$ cat src/rtl/pph_sqrt_cell.sv
// one cell of the square root row: takes two radicand bits, yields one root bit
// no dependencies
`timescale 1ns / 1ps
`default_nettype none

module pph_sqrt_cell #(
	parameter int RAD_W = 4,
	parameter int TAG_W = 1,
	localparam int ROOT_W = RAD_W / 2
) (
	input  wire logic              clk,
	input  wire logic              arst_n,
	input  wire logic              en,
	input  wire logic [RAD_W-1:0]  rad_in,
	input  wire logic [ROOT_W+1:0] rem_in,
	input  wire logic [ROOT_W-1:0] root_in,
	input  wire logic [TAG_W-1:0]  tag_in,
	output logic      [RAD_W-1:0]  rad_q,
	output logic      [ROOT_W+1:0] rem_q,
	output logic      [ROOT_W-1:0] root_q,
	output logic      [TAG_W-1:0]  tag_q
);

	logic [ROOT_W+1:0] rem_sh;
	logic [ROOT_W+1:0] trial;
	logic              ge;

	always_comb begin
		rem_sh = {rem_in[ROOT_W-1:0], rad_in[RAD_W-1 -: 2]};
		trial  = {root_in, 2'b01};
		ge     = rem_sh >= trial;
	end

	always_ff @(posedge clk or negedge arst_n) begin
		if (!arst_n) begin
			tag_q <= '0;
		end else if (en) begin
			tag_q <= tag_in;
		end
	end

	always_ff @(posedge clk) begin
		if (en) begin
			rad_q  <= {rad_in[RAD_W-3:0], 2'b00};
			rem_q  <= ge ? rem_sh - trial : rem_sh;
			root_q <= {root_in[ROOT_W-2:0], ge};
		end
	end

endmodule

`default_nettype wire

$ cat src/rtl/pph_sqrt_row.sv
// row of square root cells, one root bit per cell, tag travels alongside
// depends on pph_sqrt_cell
`timescale 1ns / 1ps
`default_nettype none

module pph_sqrt_row #(
	parameter int RAD_W = 4,
	parameter int TAG_W = 1,
	localparam int ROOT_W = RAD_W / 2
) (
	input  wire logic              clk,
	input  wire logic              arst_n,
	input  wire logic              en,
	input  wire logic [RAD_W-1:0]  rad,
	input  wire logic [TAG_W-1:0]  tag,
	output logic      [ROOT_W-1:0] root,
	output logic      [TAG_W-1:0]  tag_out
);

	logic [RAD_W-1:0]  rad_w  [0:ROOT_W];
	logic [ROOT_W+1:0] rem_w  [0:ROOT_W];
	logic [ROOT_W-1:0] root_w [0:ROOT_W];
	logic [TAG_W-1:0]  tag_w  [0:ROOT_W];

	assign rad_w[0]  = rad;
	assign rem_w[0]  = '0;
	assign root_w[0] = '0;
	assign tag_w[0]  = tag;

	for (genvar i = 0; i < ROOT_W; i++) begin : g_cell
		pph_sqrt_cell #(.RAD_W(RAD_W), .TAG_W(TAG_W)) u_cell (
			.clk     (clk),
			.arst_n  (arst_n),
			.en      (en),
			.rad_in  (rad_w[i]),
			.rem_in  (rem_w[i]),
			.root_in (root_w[i]),
			.tag_in  (tag_w[i]),
			.rad_q   (rad_w[i+1]),
			.rem_q   (rem_w[i+1]),
			.root_q  (root_w[i+1]),
			.tag_q   (tag_w[i+1])
		);
	end

	assign root    = root_w[ROOT_W];
	assign tag_out = tag_w[ROOT_W];

endmodule

`default_nettype wire

$ cat config.mk
export PLATFORM = sky130hd
export DESIGN_NAME = pph_sqrt_row
export DESIGN_NICKNAME = d
export VERILOG_FILES = /design/src/rtl/pph_sqrt_cell.sv /design/src/rtl/pph_sqrt_row.sv
export SDC_FILE = /design/constraint.sdc
export NUM_CORES = 1
export LEC_CHECK = 0
export ABC_AREA = 1
export BUFFER_PORTS_ARGS = -buffer_cell sky130_fd_sc_hd__buf_2
export CAP_MARGIN = 20
export CORE_AREA = 5 5 42 44
export DETAILED_ROUTE_END_ITERATION = 12
export DIE_AREA = 0 0 47 49
export GPL_TIMING_DRIVEN = 1
export PLACE_DENSITY_LB_ADDON = 0.1
export SYNTH_ARGS = -nofsm -noshare
export SYNTH_HDL_FRONTEND = slang
export SYNTH_SLANG_ARGS = --single-unit
$ cat constraint.sdc
create_clock -name clk -period 0.99 [get_ports clk]
set_input_delay 0.198 -clock clk [delete_from_list [all_inputs] [get_ports clk]]
set_output_delay 0.198 -clock clk [all_outputs]
set_load 0.02 [all_outputs]
==> results.yml <==
run_status:
  status: "finished, violations left"
  violations: "setup timing"
die:
  die-area_um2: 2300
  core_um2: 1400
  ios: 11
  die_h_um: 49
  start_util_pct: 23.7
  fp.dieW_um: 47
  fp-row-count: 14
sta:
  skew_ps: 3.78
  slew_violations: 0
  rsz0062_at_grt: "yes"
  finalWorstSetupSlack_ps: -69.7
  min_period_ps: 1060
  setup_viol: 1
  finalCritPeriodShare_pct: 107
  fmax_mhz: 944
  hold_viol: 0
  slew_headroom_pct: 85.2
  timing.setup.tns_ps: -69.7
  tightestPinTransition_ps: 222
grt:
  grt_overflow: 0
  grt_pass1_vias: 206
  grt_max_degree: 12
  grt_pass1_wl_um: 765
  antenna_found_initial: 0
  grt_util_all_layers_pct: 5.13
worst_setup_path:
  path_max_fanout: 2
  rr_endpoint: "g_cell[1].u_cell.root_q[0]$_DFFE_PP_"
  reg2reg_depth: 4
  critPathLaunch: "g_cell[0].u_cell.root_q[0]$_DFFE_PP_"
  cp.required_ps: 1000
  r2r_start: "g_cell[0].u_cell.root_q[0]$_DFFE_PP_"
  crit_type: "reg -> reg"
  arrival_ps: 1070
  r2r_slack_ps: -70
  startpoint_type: "register"
  end_kind: "register"
worst_hold_path:
  hold_class: "in -> reg"
  min_from: "rad[1]"
  hold_depth: 1
  hold_end: "g_cell[0].u_cell.rad_q[3]$_DFFE_PP_"
clocking:
  cts_tree: "yes"
  root_buffer: "clkbuf_4"
  clock_sinks: 9
  clock_latency_ps: 260
  clock_path_buffers: 2
  htree_levels: 1
  clkTransAtPathRegs_ps: 60
  cts-buffers-inserted: 3
yosys:
  synth_warnings: 0
  synthMuxAreaShare_pct: 0
  synthSimpleGateAreaFrac_pct: 8.68
  synth_top_family_by_area: "simple AND/OR/NAND/NOR gates"
  ys_ff_latch: 9
  syn-mean-instance-area_um2: 13.8
  synthCells: 24
  seq_area_frac_synth_pct: 78.5
  synth_compound_area_share_pct: 4.53
  synth_nets: 33
  synth_fa_ha_area_share_pct: 3.77
  synth_xor_area_share_pct: 0
  synth_cell_types: 9
  netlist_area_um2: 332
placement:
  dp_hpwl_um: 386
  place_congestion: 0.599
  dpl_worst_slack_ps: -66.2
  buffer_ports.inserted: 10
power_and_ir_drop:
  vdd_drop_max_v: 0.000532
  cellLeakagePower_uw: 0.000200
  powerDensity_nw_per_um2: 1830
  p_total_uw: 814
routing:
  dr_total_vias: 215
  drcViolationCount: 0
  totalWireLength_um: 503
  initialDrtViolationCount: 6
  avgViaCountPerCell: 3.91
  drt-pass1-iter-count: 3
  detail_route.wl_per_cell_um: 9.15
  ant_nets: 0
final_layout:
  n_fill_cell: 160
  syn_to_final_growth_pct: 34.0
  layout.nets: 49
  mostFrequentLayoutCells: "9 x buf_2, 7 x edfxtp_1, 4 x inv_1"
  regArea_um2: 260
  antenna_cells: 0
  layout-drive-gt1-share_pct: 33.3
  final_common_cell: "buf_2"
  multiInputGateArea_um2: 56.3
job:
  maxCapViolations: 0
through the flow:
step / hold slack (ps) / std cells / utilization (%) / cell area (um2)
final: 113 / 55 / 31.7 / 444
after global routing: 104 / 55 / 31.7 / 444
after CTS: 104 / 55 / 31.7 / 444
after detailed placement: -16.3 / 50 / 28.7 / 402
after global placement: -18.3 / 50 / 28.7 / 402
after floorplan: -97.6 / 24 / - / 332
cell type report:
cell class | count | area share, %
Inverter | 4 | 3.38
Clock buffer | 4 | 5.92
Multi-Input combinational cell | 11 | 12.7
Tap cell | 16 | 4.51
Sequential cell | 9 | 58.6
Timing Repair Buffer | 11 | 14.9
logic make-up after synthesis:
logic type	count (synthesis)
AO/OA/AOI/OAI	3
AND/OR/NAND/NOR	7
flip-flops	9
adder cells (fa/ha/maj)	1
buffers and inverters	4
sequential cells by signal (all words and copies together) (netlist names):
signal,cells
g_cell.u_cell.root_q,3
g_cell.u_cell.rem_q,2
g_cell.u_cell.rad_q,2
g_cell.u_cell.tag_q,2
critical path, cell delays in order, from the launching register on:
cell      delay, ps
edfxtp_1        380
inv_1            70
ha_1            220
o21ai_1          80
nand2_1          60
what timing repair did:
item | CTS | global route
resized for setup | 2 | 0
setup endpoints to repair | 2 | 4
buffers inserted | 0 | 0
hold buffers | 1 | 0
endpoints found under the hold margin | 2 | 0
per-layer routing:
layer / GRT usage (%) / up-vias / part of all wire, %
met3: 2.21 / 2 / 11
met1: 5.92 / 96 / 37
li1: - / 108 / -
met5: 0 / - / 0
met4: 5.53 / 0 / 2.8
met2: 6.33 / 9 / 49
where the power goes:
group / leakage, uW / internal (uW) / switching (uW)
sequential: 0.0000912 / 443 / 10.0
clock: 0.0000150 / 155 / 124
combinational: 0.0000940 / 37.4 / 44.6
total: 0.000200 / 636 / 178
synth_stat cells (all sizes together):
library cell / n / share of area [%]
a21oi: 1 / 1.5
inv: 4 / 4.5
dfrtp: 2 / 15
edfxtp: 7 / 63
ha: 1 / 3.8
o21ai: 2 / 3.0
nor2: 3 / 3.4
or2: 1 / 1.9
nand2: 3 / 3.4
worst max-delay path by stage:
stage / endpoint / cells past startpoint
6_report: g_cell[1].u_cell.root_q[0]$_DFFE_PP_ / 4
5_1_grt: g_cell[1].u_cell.root_q[0]$_DFFE_PP_ / 4
4_1_cts: g_cell[1].u_cell.root_q[0]$_DFFE_PP_ / 4
3_5_place_dp: g_cell[1].u_cell.root_q[0]$_DFFE_PP_ / 4
3_3_place_gp: g_cell[1].u_cell.root_q[0]$_DFFE_PP_ / 4
2_1_floorplan: g_cell[1].u_cell.root_q[0]$_DFFE_PP_ / 4
No activity file was read; power rests on OpenSTA's default activity.
