$ cat src/rtl/pph_pkg.sv
// shared constants and types for the polyline perimeter and heron area block
// no dependencies
`timescale 1ns / 1ps
`default_nettype none

package pph_pkg;

	localparam int COORD_BITS_DEF = 16;
	localparam int FRAC_BITS_DEF  = 8;

	localparam int LEN_W   = 27;
	localparam int AREA_W  = 48;
	localparam int S_W     = LEN_W + 2;
	localparam int F_W     = 2 * S_W;
	localparam int Q_W     = 2 * F_W;
	localparam int AROOT_W = Q_W / 2;

	localparam logic [LEN_W-1:0]  PERIM_MAX = {LEN_W{1'b1}};
	localparam logic [AREA_W-1:0] AREA_MAX  = {AREA_W{1'b1}};

	typedef struct packed {
		logic             vld;
		logic             bad;
		logic [LEN_W-1:0] perim;
	} heron_tag_t;

endpackage

`default_nettype wire

$ cat src/rtl/pph_sqrt_cell.sv
// one cell of the square root row: takes two radicand bits, yields one root bit
// no dependencies
`timescale 1ns / 1ps
`default_nettype none

module pph_sqrt_cell #(
	parameter int RAD_W = 4,
	parameter int TAG_W = 1,
	localparam int ROOT_W = RAD_W / 2
) (
	input  wire logic              clk,
	input  wire logic              arst_n,
	input  wire logic              en,
	input  wire logic [RAD_W-1:0]  rad_in,
	input  wire logic [ROOT_W+1:0] rem_in,
	input  wire logic [ROOT_W-1:0] root_in,
	input  wire logic [TAG_W-1:0]  tag_in,
	output logic      [RAD_W-1:0]  rad_q,
	output logic      [ROOT_W+1:0] rem_q,
	output logic      [ROOT_W-1:0] root_q,
	output logic      [TAG_W-1:0]  tag_q
);

	logic [ROOT_W+1:0] rem_sh;
	logic [ROOT_W+1:0] trial;
	logic              ge;

	always_comb begin
		rem_sh = {rem_in[ROOT_W-1:0], rad_in[RAD_W-1 -: 2]};
		trial  = {root_in, 2'b01};
		ge     = rem_sh >= trial;
	end

	always_ff @(posedge clk or negedge arst_n) begin
		if (!arst_n) begin
			tag_q <= '0;
		end else if (en) begin
			tag_q <= tag_in;
		end
	end

	always_ff @(posedge clk) begin
		if (en) begin
			rad_q  <= {rad_in[RAD_W-3:0], 2'b00};
			rem_q  <= ge ? rem_sh - trial : rem_sh;
			root_q <= {root_in[ROOT_W-2:0], ge};
		end
	end

endmodule

`default_nettype wire

$ cat src/rtl/pph_sqrt_row.sv
// row of square root cells, one root bit per cell, tag travels alongside
// depends on pph_sqrt_cell
`timescale 1ns / 1ps
`default_nettype none

module pph_sqrt_row #(
	parameter int RAD_W = 4,
	parameter int TAG_W = 1,
	localparam int ROOT_W = RAD_W / 2
) (
	input  wire logic              clk,
	input  wire logic              arst_n,
	input  wire logic              en,
	input  wire logic [RAD_W-1:0]  rad,
	input  wire logic [TAG_W-1:0]  tag,
	output logic      [ROOT_W-1:0] root,
	output logic      [TAG_W-1:0]  tag_out
);

	logic [RAD_W-1:0]  rad_w  [0:ROOT_W];
	logic [ROOT_W+1:0] rem_w  [0:ROOT_W];
	logic [ROOT_W-1:0] root_w [0:ROOT_W];
	logic [TAG_W-1:0]  tag_w  [0:ROOT_W];

	assign rad_w[0]  = rad;
	assign rem_w[0]  = '0;
	assign root_w[0] = '0;
	assign tag_w[0]  = tag;

	for (genvar i = 0; i < ROOT_W; i++) begin : g_cell
		pph_sqrt_cell #(.RAD_W(RAD_W), .TAG_W(TAG_W)) u_cell (
			.clk     (clk),
			.arst_n  (arst_n),
			.en      (en),
			.rad_in  (rad_w[i]),
			.rem_in  (rem_w[i]),
			.root_in (root_w[i]),
			.tag_in  (tag_w[i]),
			.rad_q   (rad_w[i+1]),
			.rem_q   (rem_w[i+1]),
			.root_q  (root_w[i+1]),
			.tag_q   (tag_w[i+1])
		);
	end

	assign root    = root_w[ROOT_W];
	assign tag_out = tag_w[ROOT_W];

endmodule

`default_nettype wire

$ cat src/rtl/pph_side.sv
// one side length: squared distance, scaled, then a row of root cells
// depends on pph_pkg and pph_sqrt_row
`timescale 1ns / 1ps
`default_nettype none

module pph_side #(
	parameter int COORD_BITS = pph_pkg::COORD_BITS_DEF,
	parameter int FRAC_BITS  = pph_pkg::FRAC_BITS_DEF
) (
	input  wire logic                         clk,
	input  wire logic                         arst_n,
	input  wire logic                         en,
	input  wire logic                         vld,
	input  wire logic signed [COORD_BITS-1:0] ax,
	input  wire logic signed [COORD_BITS-1:0] ay,
	input  wire logic signed [COORD_BITS-1:0] bx,
	input  wire logic signed [COORD_BITS-1:0] by,
	output logic      [pph_pkg::LEN_W-1:0]    len,
	output logic                              vld_out
);

	localparam int C      = COORD_BITS;
	localparam int RAD_W  = 2 * C + 2 * FRAC_BITS + 2;
	localparam int ROOT_W = RAD_W / 2;
	localparam int RX     = (ROOT_W > pph_pkg::LEN_W) ? ROOT_W : pph_pkg::LEN_W;

	logic signed [C:0] dfx, dfy;
	logic [C-1:0]      dx_s1, dy_s1;
	logic              vld_s1, vld_s2, vld_s3;
	logic [2*C-1:0]    sqx_s2, sqy_s2;
	logic [RAD_W-1:0]  rad_s3;
	logic [2*C:0]      sum;
	logic [ROOT_W-1:0] root;
	logic [RX-1:0]     root_x;

	always_comb begin
		dfx = {bx[C-1], bx} - {ax[C-1], ax};
		dfy = {by[C-1], by} - {ay[C-1], ay};
		sum = {1'b0, sqx_s2} + {1'b0, sqy_s2};
	end

	always_ff @(posedge clk or negedge arst_n) begin
		if (!arst_n) begin
			vld_s1 <= 1'b0;
			vld_s2 <= 1'b0;
			vld_s3 <= 1'b0;
		end else if (en) begin
			vld_s1 <= vld;
			vld_s2 <= vld_s1;
			vld_s3 <= vld_s2;
		end
	end

	always_ff @(posedge clk) begin
		if (en) begin
			dx_s1  <= dfx[C] ? C'(-dfx) : dfx[C-1:0];
			dy_s1  <= dfy[C] ? C'(-dfy) : dfy[C-1:0];
			sqx_s2 <= dx_s1 * dx_s1;
			sqy_s2 <= dy_s1 * dy_s1;
			rad_s3 <= {1'b0, sum, {(2 * FRAC_BITS){1'b0}}};
		end
	end

	pph_sqrt_row #(.RAD_W(RAD_W), .TAG_W(1)) u_row (
		.clk     (clk),
		.arst_n  (arst_n),
		.en      (en),
		.rad     (rad_s3),
		.tag     (vld_s3),
		.root    (root),
		.tag_out (vld_out)
	);

	always_comb begin
		root_x = RX'(root);
		len    = (root_x > RX'(pph_pkg::PERIM_MAX)) ? pph_pkg::PERIM_MAX
			: root_x[pph_pkg::LEN_W-1:0];
	end

endmodule

`default_nettype wire

$ cat config.mk
export PLATFORM = sky130hd
export DESIGN_NAME = pph_side
export DESIGN_NICKNAME = d
export VERILOG_FILES = /design/src/rtl/pph_pkg.sv /design/src/rtl/pph_sqrt_cell.sv /design/src/rtl/pph_sqrt_row.sv /design/src/rtl/pph_side.sv
export SDC_FILE = /design/constraint.sdc
export NUM_CORES = 2
export LEC_CHECK = 0
export ABC_AREA = 1
export BUFFER_PORTS_ARGS = -buffer_cell sky130_fd_sc_hd__buf_2
export CAP_MARGIN = 20
export CORE_MARGIN = 3
export CORE_UTILIZATION = 50
export CTS_CLUSTER_DIAMETER = 80
export DETAILED_ROUTE_END_ITERATION = 16
export PLACE_DENSITY = 0.7
export REMOVE_ABC_BUFFERS = 1
export SLEW_MARGIN = 20
export SYNTH_ARGS = -nofsm -noshare
export SYNTH_HDL_FRONTEND = slang
export SYNTH_SLANG_ARGS = --single-unit
$ cat constraint.sdc
create_clock -name clk -period 7.95 [get_ports clk]
set_input_delay 0.795 -clock clk [delete_from_list [all_inputs] [get_ports clk]]
set_output_delay 0.795 -clock clk [all_outputs]
set_load 0.05 [all_outputs]
==> run metrics <==
CTS buffer count 149; initial antenna violation count 1; Initial Util 0.505; via count 65374; port buffer count 93; Hold WS 218 ps; combinational family with the most area after synthesis simple AND/OR/NAND/NOR gates; layout cells sized above 1 0.0520; RSZ-0062 raised after global routing no; Cell Count, Final, Fillers Out 12382; Crit path buffers/inverters 3; minimum clock period 6250 ps; ys async rst share 0.0214; Mean Syn Cell Area 8.98 um^2; Clock Skews 30.9 ps; crit start category flop; dominant synthesized flop cell edfxtp_1; most common cell after layout, fill and taps aside nand2_1; gr usage total 0.236; area of the multi-input gates 41800 um^2; Slew Limit Fails 0; H-tree depth 4; crit path cell chain nand2_1 > fa_1 > inv_1 > fa_1 > fa_1 > fa_1 > fa_1 > inv_1 > fa_1 > inv_1 > ha_1 > nand2_1 > nor4_1 > nand3_1 > nand3_1 > nand2_1 > nand2_1 > xor2_1; Post-Syn Instances 9818; CP required 8490 ps; maxcap violations 0; Post-CTS Resized 0; drt initial violations 4954; clock sink count 1306; Yosys cell types 67; Finish-stage setup viols 0; DR WL/cell 17.2 um; Post-synth EDFFs 1278; Post-Synthesis Cell Area 88200 um^2; IO Count 96; first-pass GRT wire length 343000 um; crit end category flop; Max Fclk 160 MHz; critical path arrival 6790 ps; Antenna Nets Post-Route 0; Final Util 0.550; DR pass1 iterations 6; critical path fanouts, max 16; adder-cell share of the synthesized area 0.161; DIE HEIGHT 426 um; mux share of post-synthesis cell area 0.000255; # DRC 0; Rows 153; dpl cells 12116; TritonCTS clock tree yes; routability congestion estimate 0.941; XOR/XNOR Fraction of Synth Area 0.0428; FF/Latch Area 39100 um^2; routed wire length 213000 um; vias in the first global route 64776; Slew headroom 0.232; Tcrit/Tclk final 0.786; status finished clean; worst skew pair latency 800 ps; global route overflow 0; largest net degree at the start of global routing 181; total of warnings raised by yosys 0; Critical Path Max Stage Delay 850 ps; synthesis-stage register bit count 1306; CTS max path bufs 3; Crit Path Class reg2reg; Critical-path top delay cell edfxtp_1; placed wire-length estimate 167000 um; Die W 426 um; Worst-path clk slew 60 ps; Area growth, synth to finish 8.84%; simple-gate share of the synthesized area 0.185; Final Hold Vio Count 0; most used cell, CP fa_1; Core ar. 175000 um^2; die area 181000 um^2; compound-cell area share of the yosys netlist 0.0843; Top delay family on crit path adder cells; final net count 10946; post-route setup TNS 0 ps; Worst-Margin Slew 1140 ps; via-per-instance ratio 5.28; commonest cells after routing, fill and taps aside nand2_1 (2195), inv_1 (1736), edfxtp_1 (1278), nor2_1 (840), a21oi_1 (599); Worst Hold Class in2reg; # fillers 15827; Seq/Total Area, Yosys 0.443; Clock Root Buffer clkbuf_16
metrics by stage:
step | cell area [um^2] | setup WS [ps]
6_report | 96000 | 1700
5_1_grt | 96000 | 1300
4_1_cts | 96000 | 1720
3_5_place_dp | 91100 | 1760
3_3_place_gp | 91100 | 1860
2_1_floorplan | 87400 | 2490
what timing repair did:
action / 4_1_cts / 5_1_grt
hold buffers: 1 / 0
buffers inserted: 0 / 0
hold endpoints to repair: 28 / 0
Yosys cell counts (all sizes together) (2+ instances only):
cell	number	area (um^2)
nand2	2208	8340
inv	1753	6590
edfxtp	1278	38400
nor2	858	3300
a21oi	613	3120
ha	598	7480
o21ai	555	2870
nand3	411	2090
fa	337	6750
xor2	234	2060
xnor2	196	1720
nand4	132	832
nor3	110	561
or2	85	532
clkbuf	74	279
buf	65	465
nor4	45	315
a21o	38	285
o21bai	37	278
nand3b	30	225
dfrtp	28	701
o211ai	24	180
a21boi	21	173
a31oi	20	131
o21a	19	143
a211oi	7	52.6
o2111ai	7	61.3
and2	5	31.3
and3	5	31.3
nor3b	5	47.5
o31a	4	35.0
a31o	3	26.3
clkinv	2	8.75
mux2	2	22.5
o211a	2	20.0
routing by layer:
metal  global-route usage  vias up  share of wire
li1                     -    32416              -
met1                0.308    31107           0.43
met2                0.411     1491           0.49
met3               0.0277      360          0.040
met4               0.0747        0          0.030
met5                    0        -              0
registers in the layout (all words and copies together) (netlist names), 16 cells and up:
register and count:
rad_s3 33, u_row.g_cell.u_cell.rem_q 554, u_row.g_cell.u_cell.tag_q 25, u_row.g_cell.u_cell.rad_q 272
sqy_s2 31, u_row.g_cell.u_cell.root_q 325, dx_s1 16, dy_s1 16
sqx_s2 31
cell families after synthesis:
| kind of cell | count (synthesis) |
|---|---|
| AND/OR/NAND/NOR | 3895 |
| buffers and inverters | 1894 |
| AO/OA/AOI/OAI | 1355 |
| flip-flops | 1306 |
| adder cells (fa/ha/maj) | 935 |
| XOR/XNOR | 430 |
| multiplexers | 2 |
| other | 1 |
worst min-delay path: stages:
cell	delay [ps]
buf_2	70
nand2_1	30
o21ai_0	60
cell type report:
type,count,share of cell area
Sequential cell,1306,0.407
Tap cell,2325,0.0303
Inverter,1755,0.0687
Clock inverter,88,0.0101
Timing Repair Buffer,111,0.00735
Antenna cell,2,0.0000521
Multi-Input combinational cell,6620,0.435
Clock buffer,175,0.0411
path summary, 6_finish.rpt:
check                                                  start                           endpoint  slack (ps)  depth (start not counted)
setup / recovery                                    dx_s1[6]                         sqx_s2[25]        1700                         18
hold / removal                                           vld                             vld_s1         220                          3
setup reg to reg                                    dx_s1[6]                         sqx_s2[25]        1700                         18
hold reg to reg            u_row.g_cell[11].u_cell.rad_q[47]  u_row.g_cell[12].u_cell.rad_q[49]         400                          0
max in group asynchronous                             arst_n      u_row.g_cell[15].u_cell.tag_q        6990                          2
min in group asynchronous                             arst_n      u_row.g_cell[21].u_cell.tag_q         560                          2
Power is not shown: default switching activity piles up to over one toggle a cycle in this logic, so the estimate is an artifact.
